==> src/vpsc_pkg.sv <==
// ----------------------------------------------------------------------------
// vpsc_pkg
// Shared types, codes and defaults of the value profile site counter.
// ----------------------------------------------------------------------------
package vpsc_pkg;

	localparam int unsigned DefSites        = 1024;
	localparam int unsigned DefSlotsPerSite = 8;
	localparam int unsigned DefPoolNodes    = 8192;

	localparam logic [63:0] MemopSmall = 64'd8;
	localparam logic [63:0] MemopLast  = 64'd513;
	localparam logic [63:0] SignMin    = 64'h8000_0000_0000_0000;

	typedef enum logic [1:0] {
		OP_PLAIN = 2'd0,
		OP_RANGE = 2'd1,
		OP_MEMOP = 2'd2
	} opcode_t;

	typedef enum logic [2:0] {
		ST_HIT      = 3'd0,
		ST_NEW      = 3'd1,
		ST_REPLACED = 3'd2,
		ST_DECR     = 3'd3,
		ST_POOLFULL = 3'd4,
		ST_IGNORED  = 3'd5
	} status_t;

	typedef enum logic [3:0] {
		S_CLEAR,
		S_IDLE,
		S_MAP1,
		S_MAP2,
		S_FILL,
		S_RD,
		S_CMP,
		S_DECIDE,
		S_OUT
	} state_t;

	// write enables toward the slot store
	typedef struct packed {
		logic val_we;
		logic cnt_we;
		logic fill_we;
	} store_we_t;

endpackage

==> src/vpsc_mapper.sv <==
// ----------------------------------------------------------------------------
// vpsc_mapper
// Two-step value mapping: plain, range clamp or memop size bucket.
// ----------------------------------------------------------------------------
module vpsc_mapper (
	input  logic               clk,
	input  logic               step1,
	input  logic [1:0]         opcode,
	input  logic [63:0]        value,
	input  logic signed [63:0] range_start,
	input  logic signed [63:0] range_last,
	input  logic signed [63:0] large_threshold,
	output logic [63:0]        mapped
);
	import vpsc_pkg::*;

	logic       large_hit_q;
	logic       below_start_q;
	logic       above_last;
	logic [3:0] top;
	logic [9:0] low;
	logic [63:0] range_val;
	logic [63:0] memop_val;

	// step one: clamp and lower bound compares
	always_ff @(posedge clk) begin
		if (step1) begin
			large_hit_q   <= (large_threshold != $signed(SignMin)) &&
				!($signed(value) < large_threshold);
			below_start_q <= $signed(value) < range_start;
		end
	end

	// step two: upper bound compare and final select
	always_comb begin
		above_last = range_last < $signed(value);
		if (large_hit_q) begin
			range_val = large_threshold;
		end else if (below_start_q || above_last) begin
			range_val = range_last + 64'sd1;
		end else begin
			range_val = value;
		end
	end

	// bucket memop sizes by leading one of the low bits
	always_comb begin
		low = value[9:0];
		top = 4'd0;
		for (int i = 0; i < 10; i++) begin
			if (low[i]) begin
				top = 4'(i);
			end
		end
		if (value <= MemopSmall) begin
			memop_val = value;
		end else if (value >= MemopLast) begin
			memop_val = MemopLast;
		end else if ((low & (low - 10'd1)) == 10'd0) begin
			memop_val = value;
		end else begin
			memop_val = (64'd1 << top) + 64'd1;
		end
	end

	always_comb begin
		case (opcode)
			OP_RANGE: mapped = range_val;
			OP_MEMOP: mapped = memop_val;
			default:  mapped = value;
		endcase
	end

endmodule

==> config.mk <==
export PLATFORM = sky130hd
export DESIGN_NAME = vpsc_mapper
export DESIGN_NICKNAME = d
export VERILOG_FILES = /design/src/vpsc_pkg.sv /design/src/vpsc_mapper.sv
export SDC_FILE = /design/constraint.sdc
export NUM_CORES = 1
export LEC_CHECK = 0
export BUFFER_PORTS_ARGS = -buffer_cell sky130_fd_sc_hd__buf_4
export CORE_UTILIZATION = 47
export CTS_BUF_LIST = sky130_fd_sc_hd__clkbuf_4 sky130_fd_sc_hd__clkbuf_8 sky130_fd_sc_hd__clkbuf_16
export CTS_CLUSTER_DIAMETER = 200
export DETAILED_ROUTE_END_ITERATION = 12
export GPL_TIMING_DRIVEN = 0
export PLACE_DENSITY = 0.82
export SETUP_SLACK_MARGIN = 0.3
export SYNTH_ARGS = -nofsm -noshare
export SYNTH_HDL_FRONTEND = slang
export SYNTH_SLANG_ARGS = --single-unit
==> constraint.sdc <==
create_clock -name clk -period 3.1 [get_ports clk]
set_input_delay 0.465 -clock clk [delete_from_list [all_inputs] [get_ports clk]]
set_output_delay 0.465 -clock clk [all_outputs]
set_load 0.01 [all_outputs]
Yosys cells after proc, flatten, opt, wreduce, memory -nomap -nowiden
Cells that the tools add are included.
W data, S select, Z words.

storage, ports and cells
  bits in registers = 2
  output and inout port bits = 64

operators by class
  $add $sub $neg = 3
  $lt $le $gt $ge = 5
  equality and inequality tests = 3
  shift operators = 1
  muxes and demuxes = 15
  bitwise gates (word level) = 1
  reductions and logical operators = 4

operators with widths
  operator                 count
  $mux W64                 5
  $lt A64 B64 Y1           3
  $pmux W64 S2             1
  $add A64 B1 Y64 const B  1
  $add A64 B2 Y64 const B  1
  $ge A64 B10 Y1 const B   1
  $le A64 B4 Y1 const B    1
  $ne A64 B64 Y1 const B   1
  $shl A1 B4 Y64 const A   1
  $mux W4                  8
  $and A10 B10 Y10         1
  $logic_not A10 Y1        1
  $sub A10 B1 Y10 const B  1
  $eq A2 B1 Y1 const B     1
  $eq A2 B2 Y1 const B     1
  $logic_and A1 B1 Y1      1
  $logic_not A1 Y1         1
  $logic_or A1 B1 Y1       1
  $mux W1                  1

Depth between registers and ports, before layout
Gate-level depths: netlist of run 1.

  depth in word-level cells = 15
  gate-level depth with buffers = 14

Worst setup path after synthesis of run 1
Ideal clock, no wire load.

  path kind = input -> output
  from = input value[27]
  to = output mapped[23]
  arrival time = 2.865 ns
  setup slack = -0.230 ns
  stages on the path = 13
  buffers on the path = 3
  cell sequence = inv_1 > ha_1 > a21o_1 > a2111oi_0 > o21ai_0 > o221ai_1 > and3_1 > mux2i_1 > buf_2 > buf_2 > buf_2 > a21oi_1 > o2bb2ai_1

between the ends
  longest elaborated chain between the ends = 5
  elaborated cells on any way between the ends = 9
  those cells by class = 3 x order compare; 5 x mux; 1 x reduce/logical

ends and longest elaborated chain
  element             RTL line           source
  start, declared     vpsc_mapper.sv:9   input logic [63:0] value,
  $lt A64 B64 Y1      vpsc_mapper.sv:36  above_last = range_last < $signed(value);
  $logic_or A1 B1 Y1  vpsc_mapper.sv:39  end else if (below_start_q || above_last) begin
  $mux W64            vpsc_mapper.sv:39
  $mux W64            vpsc_mapper.sv:37  if (large_hit_q) begin
  $pmux W64 S2 (*)    vpsc_mapper.sv:67  case (opcode)
  end, declared       vpsc_mapper.sv:13  output logic [63:0] mapped

Every way passes the cells marked *; elsewhere a longest branch is shown, timed or not.

Worst setup path in the final report of run 1
  from = input value[1]
  to = output mapped[2]

between the ends
  longest elaborated chain between the ends = 15
  elaborated cells on any way between the ends = 24
  those cells by class = 2 x add/sub; 3 x order compare; 1 x shift; 15 x mux; 1 x bitwise; 2 x reduce/logical

ends and longest elaborated chain
  element               RTL line           source
  $mux W1               vpsc_mapper.sv:51  if (low[i]) begin
  $mux W4 (8 in a row)  vpsc_mapper.sv:51
  $shl A1 B4 Y64        vpsc_mapper.sv:62  memop_val = (64'd1 << top) + 64'd1;
  $add A64 B1 Y64       vpsc_mapper.sv:62
  $mux W64              vpsc_mapper.sv:59  end else if ((low & (low - 10'd1)) == 10'd0) begin
  $mux W64              vpsc_mapper.sv:57  end else if (value >= MemopLast) begin
  $mux W64              vpsc_mapper.sv:55  if (value <= MemopSmall) begin
  $pmux W64 S2 (*)      vpsc_mapper.sv:67

Marks and branches as above.

==> summary by stage, run 1 <==
Status
The flow ran to the end, but the final reports show violations. The checks that failed: negative setup slack.

Timing
Setup violations remaining at the end of the flow were counted as 64. The final count of hold timing violations is 0. In this run the tightest slew margin relative to its limit is 0.311.

At the pin with the least slew margin, the transition time is about 1.0 ns. The max-slew violation count came to 0. For this run, the top clock speed supported by timing is 266 MHz. For the finished layout, the period the worst path requires is 3.76 ns.

In the post-route analysis, the smallest setup slack over all paths is -0.661 ns. The final setup TNS is -34.44 ns. Setup repair after global routing could not meet its margin everywhere.

Dividing the final minimum period by the clock period gives 1.21.

Die
The core region is 0.0174 mm2. After floorplanning, the core was divided into 48 placement rows. The total I/O pin count is between 300 and 400. Measured along the x axis, the die boundary spans ~140 um. The floorplan die height is approximately 140 um. The die covers 0.0185 mm2. The initial core utilization is 0.486.

Synth
After synthesis, the cell types taking the most area are sky130_fd_sc_hd__ha_1 (29%), sky130_fd_sc_hd__inv_1 (9.3%), sky130_fd_sc_hd__o21ai_0 (8.3%), sky130_fd_sc_hd__a21oi_1 (6.0%), sky130_fd_sc_hd__a21o_1 (5.1%). The share of synthesized area in the top cell type comes to 0.286. The most used flip-flop cell after synthesis is sky130_fd_sc_hd__edfxtp_1. The post-synth net total is ~1700. The synthesized design spends more area on one cell type than any other, namely sky130_fd_sc_hd__ha_1. The share of the Yosys chip area taken by registers is 0.00710.

The share of flip-flops with an asynchronous set or reset after synthesis is 0. The number of distinct library cells after synthesis is 66. Yosys printed 0 warnings. The post-synthesis cell area is approximately 0.0085 mm2. The count of flip-flops with a built-in enable after synthesis is 2. Synthesis inferred 2 register bits. The synthesized instance count is around 1300.

A synthesized cell averages between 6 and 7 um2.

Power
Dividing total power by cell area gives a power density of 209 mW/mm2. The worst-case IR drop observed on VDD is 0.000180 V. The analysis attributes to cell leakage a power of approximately 0.0066 uW.

Final layout
The final net count is about 2100. The antenna diode instance count is 0. The number of standard cells in the final layout excluding fillers is 1846. The growth of design area from synthesis to finish is 56.8%. In the final layout, the share of cells above drive strength 1 is 0.372.

Drt
The via total after detailed routing is approximately 12000. The routed length per placed instance is roughly 22 um. The number of vias per cell is ~6.4. Summed over all layers, the routed wires come to about 40000 um. The detail route stage leaves a number of antenna-violating nets equal to 0.

In the routed design, unresolved DRC markers number 0. After the first detailed-routing iteration, the DRC count stood at 1000. The iteration count of the initial detailed-routing pass is 6.

Worst setup path
The startpoint type of the worst setup path is an input pin. The critical path required time is between 2 and 3 ns. The kind of critical path is input pin to output pin. Along the worst path, the maximum fanout reaches 10. Data arrives at the worst endpoint at around 3.3 ns. The worst setup path is captured at an output pin.

Global route
The global routing usage summed across all routing layers is 0.407. Global routing finished with a remaining overflow of 0. The initial antenna violation count was 0. The first global-routing pass estimated around 60000 um of wire. The via count of the first global-routing pass was approximately 11000.

The pin count of the biggest net entering global routing is 11.

CTS
The number of hold buffers added after cts is 0. The clock transition at the registers of the reported paths is around 0.030 ns. Buffers inserted during clock tree synthesis total 3.

The count of H-tree levels built during CTS is 1. The number of clock sinks is 2. The clock tree from TritonCTS is built.

The clock root buffer is sky130_fd_sc_hd__clkbuf_16. Counting along the longest clock path gives a buffer depth of 2.

Placed design
The number of I/O port buffers is approximately 320. The routability congestion estimate is approximately 1. Summed over all nets, the half-perimeter wirelength after detailed placement is between 30000 and 40000 um. The cell count after placement is approximately 1800.

Worst hold path
The number of cells on the worst hold path is 1. The hold path startpoint is step1. The worst hold path terminates at large_hit_q$_DFFE_PP_.

The worst min-delay path category is input pin to register.

Flow run
Max-cap violations in this run came to 0.
## cells in the final DEF (no fill, tap or decap), types with 6 or more instances in the layout
cell                        netlist  routed
sky130_fd_sc_hd__nor2_2           1       7
sky130_fd_sc_hd__nand3_1         37      33
sky130_fd_sc_hd__and4_1           7       6
sky130_fd_sc_hd__nor2_1          60      53
sky130_fd_sc_hd__a21oi_4          0      15
sky130_fd_sc_hd__nor3_2           2       8
sky130_fd_sc_hd__a21o_1          57      57
sky130_fd_sc_hd__a21oi_1        102      63
sky130_fd_sc_hd__o21ai_0        140      92
sky130_fd_sc_hd__xnor2_1         40      40
sky130_fd_sc_hd__clkbuf_1        29      19
sky130_fd_sc_hd__nor3_1          23      14
sky130_fd_sc_hd__inv_1          209     192
sky130_fd_sc_hd__inv_2            0      14
sky130_fd_sc_hd__nor4_1          33      26
sky130_fd_sc_hd__nand2_1         61      55
sky130_fd_sc_hd__buf_6            0      23
sky130_fd_sc_hd__a21oi_2          0      24
sky130_fd_sc_hd__buf_4            1     327
sky130_fd_sc_hd__xor2_1          22      22
sky130_fd_sc_hd__o21ai_2          0      17
sky130_fd_sc_hd__o2bb2ai_2        1      43
sky130_fd_sc_hd__nand2b_1         9       9
sky130_fd_sc_hd__o21ai_1          3      30
sky130_fd_sc_hd__ha_1           193     172
sky130_fd_sc_hd__a32oi_1          8       8
sky130_fd_sc_hd__buf_12           0      11
sky130_fd_sc_hd__nor2b_1         13      13
sky130_fd_sc_hd__nand4_1         52      52
sky130_fd_sc_hd__ha_4             0      19
sky130_fd_sc_hd__clkbuf_16        0       7
sky130_fd_sc_hd__and3_1          11      10
sky130_fd_sc_hd__nor4_4           3       7
## report_power, final
| part | internal [uW] | switching (uW) | leakage (uW) | total, uW |
|---|---|---|---|---|
| sequential | 35.6 | 4.31 | 0.0000196 | 39.9 |
| clock | 164 | 33.2 | 0.0000370 | 198 |
| combinational | 1170 | 1360 | 0.00651 | 2530 |
| total | 1370 | 1390 | 0.00656 | 2770 |
## area by class of cell
type | instances | area (um2)
well taps | 225 | 282
plain buffers | 40 | 337
clock buffers | 3 | 75.1
inverters | 210 | 798
flip-flops and latches | 2 | 60.1
repair buffers | 359 | 2970
fillers | 1315 | 4160
multi-input cells | 1007 | 8740
## registers in the layout, indices dropped and copies added (netlist names)
register       cells
large_hit_q        1
below_start_q      1
## worst max-delay path by stage
stage / start / to / slack [ns] / cells past startpoint
5_1_grt: value[17] / mapped[2] / -0.70 / 15
4_1_cts: value[59] / mapped[4] / -0.49 / 15
3_5_place_dp: value[12] / mapped[55] / -1.46 / 12
6_report: value[1] / mapped[2] / -0.66 / 14
2_1_floorplan: range_last[25] / mapped[9] / 0.04 / 13
3_3_place_gp: value[12] / mapped[55] / -1.39 / 12
## metal layers
layer	track usage	vias up	wire [um]
met2	0.691	796	18300
met3	0.0828	216	3970
met1	0.464	5418	14700
met5	0	-	0
met4	0.254	0	2820
li1	-	5327	-
## cell usage after synthesis, types with 3 or more instances
| master | count |
|---|---|
| sky130_fd_sc_hd__a221oi_1 | 5 |
| sky130_fd_sc_hd__a21oi_1 | 102 |
| sky130_fd_sc_hd__nand3_1 | 37 |
| sky130_fd_sc_hd__nand2b_1 | 9 |
| sky130_fd_sc_hd__a211oi_1 | 8 |
| sky130_fd_sc_hd__o21ai_0 | 140 |
| sky130_fd_sc_hd__o31ai_1 | 4 |
| sky130_fd_sc_hd__inv_1 | 209 |
| sky130_fd_sc_hd__o31a_1 | 4 |
| sky130_fd_sc_hd__o221ai_1 | 5 |
| sky130_fd_sc_hd__o2bb2ai_1 | 47 |
| sky130_fd_sc_hd__and4_1 | 7 |
| sky130_fd_sc_hd__clkbuf_1 | 29 |
| sky130_fd_sc_hd__ha_1 | 193 |
| sky130_fd_sc_hd__a21o_1 | 57 |
| sky130_fd_sc_hd__nand4_1 | 52 |
| sky130_fd_sc_hd__xnor2_1 | 40 |
| sky130_fd_sc_hd__xor2_1 | 22 |
| sky130_fd_sc_hd__nor2b_1 | 13 |
| sky130_fd_sc_hd__o22ai_1 | 6 |
| sky130_fd_sc_hd__nor4_4 | 3 |
| sky130_fd_sc_hd__a32oi_1 | 8 |
| sky130_fd_sc_hd__nor2_1 | 60 |
| sky130_fd_sc_hd__buf_2 | 10 |
| sky130_fd_sc_hd__a22oi_1 | 3 |
| sky130_fd_sc_hd__nand2_1 | 61 |
| sky130_fd_sc_hd__nor3_1 | 23 |
| sky130_fd_sc_hd__and2_1 | 4 |
| sky130_fd_sc_hd__o21ai_1 | 3 |
| sky130_fd_sc_hd__a31o_2 | 4 |
| sky130_fd_sc_hd__and3_1 | 11 |
| sky130_fd_sc_hd__nor4_1 | 33 |
## logic make-up (layout without fill, tap and decap cells)
logic type	count (synthesis)	in the layout	share of synthesized area
adder cells (fa/ha/maj)	194	194	0.287
multiplexers	4	4	0.00503
buffers and inverters	251	612	0.113
XOR/XNOR	62	62	0.0642
AND/OR/NAND/NOR	331	331	0.214
flip-flops	2	2	0.00710
AO/OA/AOI/OAI	416	416	0.309
## per-stage QoR
| step | hold slack (ns) | setup WS, ns | instance area, um2 | util | power (uW) |
|---|---|---|---|---|---|
| after floorplan | 0.577 | 0.0365 | 8900 | - | 1070 |
| after global placement | 0.673 | -1.39 | 11600 | 0.666 | 1920 |
| after detailed placement | 0.675 | -1.46 | 11600 | 0.666 | 1960 |
| after CTS | 0.448 | -0.493 | 12700 | 0.730 | 2480 |
| after global routing | 0.446 | -0.701 | 13300 | 0.761 | 2920 |
| final | 0.446 | -0.661 | 13300 | 0.761 | 2770 |
## timing repair
item                                    in CTS  in global routing
cloned                                       5                  1
resized for setup                          176                119
buffers inserted                            26                  4
pin swaps                                   45                 53
endpoints found under the setup margin      66                 66
## worst max-delay path, cell delays in order
cell and delay, ns:
sky130_fd_sc_hd__buf_12 0.10, sky130_fd_sc_hd__inv_2 0.05, sky130_fd_sc_hd__ha_1 0.28, sky130_fd_sc_hd__a21o_1 0.18, sky130_fd_sc_hd__a211oi_4 0.31, sky130_fd_sc_hd__o221ai_2 0.18, sky130_fd_sc_hd__a31oi_1 0.21, sky130_fd_sc_hd__and3_4 0.24
sky130_fd_sc_hd__mux2_2 0.39, sky130_fd_sc_hd__buf_6 0.17, sky130_fd_sc_hd__o221ai_2 0.18, sky130_fd_sc_hd__a21oi_1 0.11, sky130_fd_sc_hd__nor2_1 0.24, sky130_fd_sc_hd__buf_4 0.17
Note: power is estimated with default switching activity, not from simulation.
==> run 2: changes to the inputs <==
--- a/config.mk
+++ b/config.mk
@@ -9,10 +9,12 @@
 export CORE_UTILIZATION = 47
 export CTS_BUF_LIST = sky130_fd_sc_hd__clkbuf_4 sky130_fd_sc_hd__clkbuf_8 sky130_fd_sc_hd__clkbuf_16
 export CTS_CLUSTER_DIAMETER = 200
+export CTS_CLUSTER_SIZE = 30
 export DETAILED_ROUTE_END_ITERATION = 12
 export GPL_TIMING_DRIVEN = 0
 export PLACE_DENSITY = 0.82
 export SETUP_SLACK_MARGIN = 0.3
+export SKIP_CTS_REPAIR_TIMING = 1
 export SYNTH_ARGS = -nofsm -noshare
 export SYNTH_HDL_FRONTEND = slang
 export SYNTH_SLANG_ARGS = --single-unit
==> summary by stage, run 2 (synthesis results as in run 1) <==
Status
The run finished, with violations left. The checks that failed: negative setup slack.

Final layout
The antenna diode instance count is 0 (unchanged). The post-layout instance area is 0.0124 mm2 (-6.1%). The area of the multi-input gates is 0.00826 mm2 (-5.4%).

The final cell utilization of the core is 0.715 (-0.0468). The area used by sequential logic in the layout is 60.1 um2 (unchanged). Leaving out fill and tap cells, the most frequent cell in the layout is sky130_fd_sc_hd__buf_4.

In the final layout, the registers with the most flip-flops are below_start_q: 1 flops, large_hit_q: 1 flops. The final net count came to 2064 (-0.58%). The number of standard cells in the final layout excluding fillers was 1834 (-0.65%). The filler cell count is 1456 (+11%). In the layout the commonest cells are sky130_fd_sc_hd__buf_4 (333), sky130_fd_sc_hd__inv_1 (194), sky130_fd_sc_hd__ha_1 (174). The growth of design area from synthesis to finish is 47.2%. The fraction of layout instances using a drive strength above 1 is 0.326 (-0.0457).

Timing
The shortest clock period the worst path allows after layout came to 3.82 ns (+0.0568 ns). Setup repair after global routing could not meet its margin everywhere. The highest attainable clock frequency came to 262 MHz (-1.5%). The final critical-path share of the clock period is 1.23 (+0.0183).

The remaining max-slew budget at the tightest pin came to 0.416 (+0.105). The final setup TNS is -40.28 ns (-5.84 ns). The final count of hold timing violations is 0 (unchanged). The transition time at the pin with the least slew margin was 0.877 ns (-0.157 ns). The final number of setup-violating endpoints was 64 (unchanged). The slack of the critical path is -0.718 ns (-0.0568 ns).

The max-slew violation count came to 0 (unchanged).

Power
The part of the power in registers came to 0.017 (+0.003). The internal power of the cells is 1180 uW (-14%). The combinational fraction of design power is 0.902 (-0.012). The overall power is 2410 uW (-13%). The net switching component of the power is 1230 uW (-12%). The fraction of power consumed by the clock network is 0.081 (+0.010). The worst IR drop on VDD is 0.000170 V (-5.7%).

The static leakage power is 0.00633 uW (-3.5%). The fraction of power spent switching nets is 0.509 (+0.00551). The total power divided by cell area is 194 mW/mm2 (-7.0%).

Drt
The post-detailed-route DRC marker count is 0 (unchanged). The iteration count of the initial detailed-routing pass is 5 (-1). The total wire length is 37500 um (-5.8%).

The number of vias per cell was 6.26 (-1.7%). The violation count after the first detailed-route iteration came to 906 (-9.4%). The via total after detailed routing is 11500 (-2.3%).

The number of nets with antenna violations after detailed routing is 0 (unchanged). The routed length per placed instance is 20.5 um (-5.2%).

CTS
The maximum clock path buffer count is 2 (unchanged). The number of clock sinks is 2 (unchanged). TritonCTS built the clock tree. CTS placed an instance of sky130_fd_sc_hd__clkbuf_16 at the clock tree root.

The clock transition at the registers of the reported paths was 0.03 ns (about the same). The count of H-tree levels built during CTS is 1 (unchanged). The CTS buffer count is 3 (unchanged).

Worst setup path
The number of stages on the worst setup path is 15 (+1). The peak per-stage delay on the critical path came to 0.43 ns (+0.04 ns). The worst path buffer plus inverter count came to 5 (+1). The biggest fanout along the worst timing path was 10 (unchanged). The highest-delay cell along the critical path is sky130_fd_sc_hd__a221oi_2. By instance count, the cell type seen most on the critical path is sky130_fd_sc_hd__o21ai_1. The critical path in this run is classified as input pin to output pin.

The critical path goes through buf_12 -> inv_6 -> ha_4 -> a211oi_2 -> o21ai_1 -> a221oi_2 -> o21ai_1 -> a21oi_2 -> and3_4 -> mux2i_4 -> buf_6 -> clkbuf_4 -> o21ai_0 -> o21ai_1 -> buf_4. The kind of capture point of the worst setup path is an output pin. The startpoint type of the worst setup path is an input pin. The worst path arrival time is 3.35 ns (+0.05 ns).

The category of cells accounting for the largest share of critical-path delay is compound AO/OA/AOI/OAI gates. The critical path required time is 2.63 ns (about the same).

Die
The core area is 0.0174 mm2 (unchanged). The full die area is 0.0185 mm2 (unchanged). The x dimension of the die is 136 um (unchanged). The initial core utilization is 0.486 (unchanged). The total I/O pin count was 324 (unchanged). The count of standard-cell rows was 48 (unchanged). The floorplan die height is 136 um (unchanged).

Worst hold path
The number of cells on the worst hold path was 1 (unchanged). The worst min-delay path category is input pin to register. The worst min-delay path endpoint is large_hit_q$_DFFE_PP_. In this run the most critical hold path is launched from step1.

Placed design
The routability congestion estimate is 0.995 (unchanged). The standard cell area after detailed placement is 0.0116 mm2 (unchanged). The cell count after placement is 1808 (unchanged). The total half-perimeter wirelength after legalization and detailed placement is 31100 um (unchanged). The number of I/O port buffers is 323 (unchanged).

Global route
The initial antenna violation count is 0 (unchanged). The via count of the first global-routing pass is 10800 (-4.2%). The leftover overflow at the end of global routing is 0 (unchanged). The global routing usage summed across all routing layers is 0.386 (-0.0208). The pin count of the biggest net entering global routing is 11 (unchanged). The global-route wire length before repair is 55700 um (-4.8%).

Flow run
The number of violations of the max-capacitance limit is 0 (unchanged).
run 2: worst max path at each step:
stage / endpoint / slack, ns / startpoint
2_1_floorplan: mapped[9] / 0.04 / range_last[25]
3_3_place_gp: mapped[55] / -1.39 / value[12]
3_5_place_dp: mapped[55] / -1.46 / value[12]
4_1_cts: mapped[55] / -1.46 / value[12]
5_1_grt: mapped[0] / -0.85 / value[59]
6_report: mapped[8] / -0.72 / value[59]
run 2: power groups by stage:
| stage | Clock (uW) | Combinational [uW] | Sequential, uW |
|---|---|---|---|
| 3_3_place_gp | 0 | 1880 | 39.9 |
| 2_1_floorplan | 0 | 1030 | 38.3 |
| 4_1_cts | 197 | 1930 | 39.8 |
| 6_report | 196 | 2180 | 39.9 |
| 3_5_place_dp | 0 | 1920 | 40.1 |
| 5_1_grt | 200 | 2350 | 40.4 |
run 2: layer usage:
layer  vias up  GRT usage  share of wire
met5         -          0              0
met3       165     0.0582          0.097
met1      5356      0.461           0.38
li1       5299          -              -
met2       666      0.662           0.47
met4         0      0.206          0.059
run 2: through the flow:
stage               worst slack (ns)  hold slack (ns)
CTS                            -1.46            0.448
floorplan                     0.0365            0.577
global route                  -0.853            0.445
global placement               -1.39            0.673
detailed placement             -1.46            0.675
finish                        -0.718            0.447
run 2: layout make-up:
class | instances | share of cell area
plain buffers | 40 | 0.0211
clock buffers | 3 | 0.00603
inverters | 210 | 0.0639
repair buffers | 347 | 0.218
multi-input cells | 1007 | 0.664
well taps | 225 | 0.0226
flip-flops and latches | 2 | 0.00483
==> run 3: changes to the inputs <==
--- a/config.mk
+++ b/config.mk
@@ -6,6 +6,7 @@
 export NUM_CORES = 1
 export LEC_CHECK = 0
 export BUFFER_PORTS_ARGS = -buffer_cell sky130_fd_sc_hd__buf_4
+export CORE_ASPECT_RATIO = 0.9
 export CORE_UTILIZATION = 47
 export CTS_BUF_LIST = sky130_fd_sc_hd__clkbuf_4 sky130_fd_sc_hd__clkbuf_8 sky130_fd_sc_hd__clkbuf_16
 export CTS_CLUSTER_DIAMETER = 200
==> summary by stage, run 3 (synthesis results as in run 1) <==
Status
The run finished, with violations left. The final reports fail on negative setup slack.

Worst setup path
The launching instance or port of the critical path is range_last[58]. The worst path buffer plus inverter count came to 6 (+1). The category of cells accounting for the largest share of critical-path delay is simple AND/OR/NAND/NOR gates. The biggest fanout along the worst timing path is 10 (unchanged).

The most repeated library cell on the critical path is sky130_fd_sc_hd__buf_4. The critical path capture point is mapped[48]. The critical path required time is 2.63 ns (about the same). The critical path goes through buf_4 -> ha_2 -> nand2_1 -> nor3_4 -> nand3_2 -> nor2_4 -> a31oi_1 -> and3_4 -> mux2i_4 -> buf_6 -> buf_4 -> buf_4 -> buf_12 -> o21ai_1 -> o2bb2ai_2 -> buf_4. The worst setup path is captured at an output pin. The kind of critical path is input pin to output pin. The worst path arrival time is 3.29 ns (-0.06 ns). The number of stages on the worst setup path came to 16 (+1). The startpoint type of the worst setup path is an input pin. The highest-delay cell along the critical path is sky130_fd_sc_hd__nor3_4. The peak per-stage delay on the critical path was 0.33 ns (-0.10 ns).

Timing
Setup repair after global routing could not meet its margin everywhere. The final setup TNS was -33.71 ns (+6.57 ns). The max-slew violation count came to 0 (unchanged). The final count of hold timing violations is 0 (unchanged). The final critical-path share of the clock period came to 1.21 (-0.0203).

The slack of the critical path is -0.655 ns (+0.0628 ns). The transition time at the pin with the least slew margin is 1.19 ns (+0.316 ns). The highest attainable clock frequency is 266 MHz (+1.7%). The final number of setup-violating endpoints is 64 (unchanged). The remaining max-slew budget at the tightest pin came to 0.205 (-0.210). The shortest clock period the worst path allows after layout came to 3.75 ns (-0.0628 ns).

Drt
The number of nets with antenna violations after detailed routing is 0 (unchanged). The post-detailed-route DRC marker count is 0 (unchanged). The number of vias per cell is 6.27 (+0.15%). The via total after detailed routing is 11700 (+1.6%). The total wire length is 39400 um (+4.9%). The violation count after the first detailed-route iteration is 1270 (+40%). The iteration count of the initial detailed-routing pass is 5 (unchanged).

The routed length per placed instance is 21.2 um (+3.5%).

Final layout
Compared with the post-synthesis result, the final layout area differs by 54.6%. The fraction of layout instances using a drive strength above 1 is 0.368 (+0.0421). Leaving out fill and tap cells, the most frequent cells in the layout are sky130_fd_sc_hd__buf_4 (326), sky130_fd_sc_hd__inv_1 (189), sky130_fd_sc_hd__ha_1 (167).

The library cell used most frequently in the layout, excluding fill and tap cells, is sky130_fd_sc_hd__buf_4. The final net count is 2073 (+0.44%). The largest registers in the layout are below_start_q: 1 flops, large_hit_q: 1 flops.

Global route
The via count of the first global-routing pass is 10300 (-4.1%). The initial antenna violation count is 1 (+1). The leftover overflow at the end of global routing was 0 (unchanged). The global routing usage summed across all routing layers came to 0.380 (-0.00601). The global-route wire length before repair came to 54600 um (-2.0%). The pin count of the biggest net entering global routing is 11 (unchanged).

Die
The full die area is 0.0185 mm2 (about the same). The x dimension of the die is 143 um (+5.3%). The count of standard-cell rows is 46 (-4.2%). The initial core utilization came to 0.480 (-0.00538). The total I/O pin count is 324 (unchanged). The core area is 0.0176 mm2 (+1.1%). The floorplan die height is 129 um (-5.1%).

Flow run
The number of violations of the max-capacitance limit is 0 (unchanged).

Power
The static leakage power is 0.00647 uW (+2.2%). The fraction of power spent switching nets is 0.509 (-0.000795). The net switching component of the power came to 1360 uW (+10%).

The fraction of power consumed by the clock network is 0.075 (-0.006). The combinational fraction of design power is 0.910 (+0.008). The total power divided by cell area is 204 mW/mm2 (+5.0%).

The worst IR drop on VDD is 0.000139 V (-18%). The internal power of the cells is 1310 uW (+11%). The overall power is 2660 uW (+10%). The part of the power in registers is 0.015 (-0.002).

CTS
The count of H-tree levels built during CTS came to 1 (unchanged). The number of clock sinks came to 2 (unchanged). The maximum clock path buffer count was 2 (unchanged). The clock root buffer is sky130_fd_sc_hd__clkbuf_16. The CTS buffer count is 3 (unchanged).

The clock transition at the registers of the reported paths is 0.03 ns (about the same). TritonCTS built the clock tree.

Worst hold path
The worst hold path belongs to the class input pin to register.

Placed design
The number of I/O port buffers is 323 (unchanged). The routability congestion estimate was 0.958 (-3.8%). The total half-perimeter wirelength after legalization and detailed placement is 30800 um (-0.75%).
-- run 3: worst min path at each step --
stage / start / to / slack, ns / cells past startpoint
2_1_floorplan: step1 / below_start_q$_DFFE_PP_ / 0.58 / 0
5_1_grt: step1 / large_hit_q$_DFFE_PP_ / 0.45 / 1
6_report: step1 / large_hit_q$_DFFE_PP_ / 0.45 / 1
3_3_place_gp: step1 / large_hit_q$_DFFE_PP_ / 0.67 / 1
4_1_cts: step1 / large_hit_q$_DFFE_PP_ / 0.45 / 1
3_5_place_dp: step1 / below_start_q$_DFFE_PP_ / 0.68 / 1
-- run 3: layer usage --
metal | wire (um) | vias up | part of all wire | track usage
met5 | 0 | - | 0 | 0
met4 | 2050 | 0 | 0.052 | 0.143
met3 | 4800 | 174 | 0.12 | 0.0525
met2 | 17200 | 830 | 0.44 | 0.620
met1 | 15300 | 5338 | 0.39 | 0.507
li1 | - | 5324 | - | -
-- run 3: layout make-up --
class / count / area, um2
Multi-Input combinational cell: 1007 / 8650
Fill cell: 1419 / 4530
Timing Repair Buffer: 355 / 2890
Inverter: 210 / 801
Tap cell: 240 / 300
Buffer: 41 / 295
Clock buffer: 3 / 75.1
Sequential cell: 2 / 60.1
Antenna cell: 2 / 5.00
-- run 3: power groups by stage --
stage | combinational (uW) | clock (uW) | sequential, uW
floorplan | 1030 | 0 | 38.3
global placement | 1890 | 0 | 40.0
detailed placement | 1930 | 0 | 39.9
CTS | 1940 | 195 | 39.5
global route | 2580 | 201 | 40.3
finish | 2430 | 199 | 40.1
-- run 3: through the flow --
step	instances	utilization	area [um2]	hold WS (ns)	worst slack (ns)
final	1860	0.743	13100	0.451	-0.655
after global routing	1859	0.742	13100	0.451	-0.676
after CTS	1826	0.664	11700	0.451	-1.41
after detailed placement	1823	0.660	11600	0.677	-1.40
after global placement	1823	0.660	11600	0.674	-1.37
after floorplan	1260	-	8900	0.577	0.0365
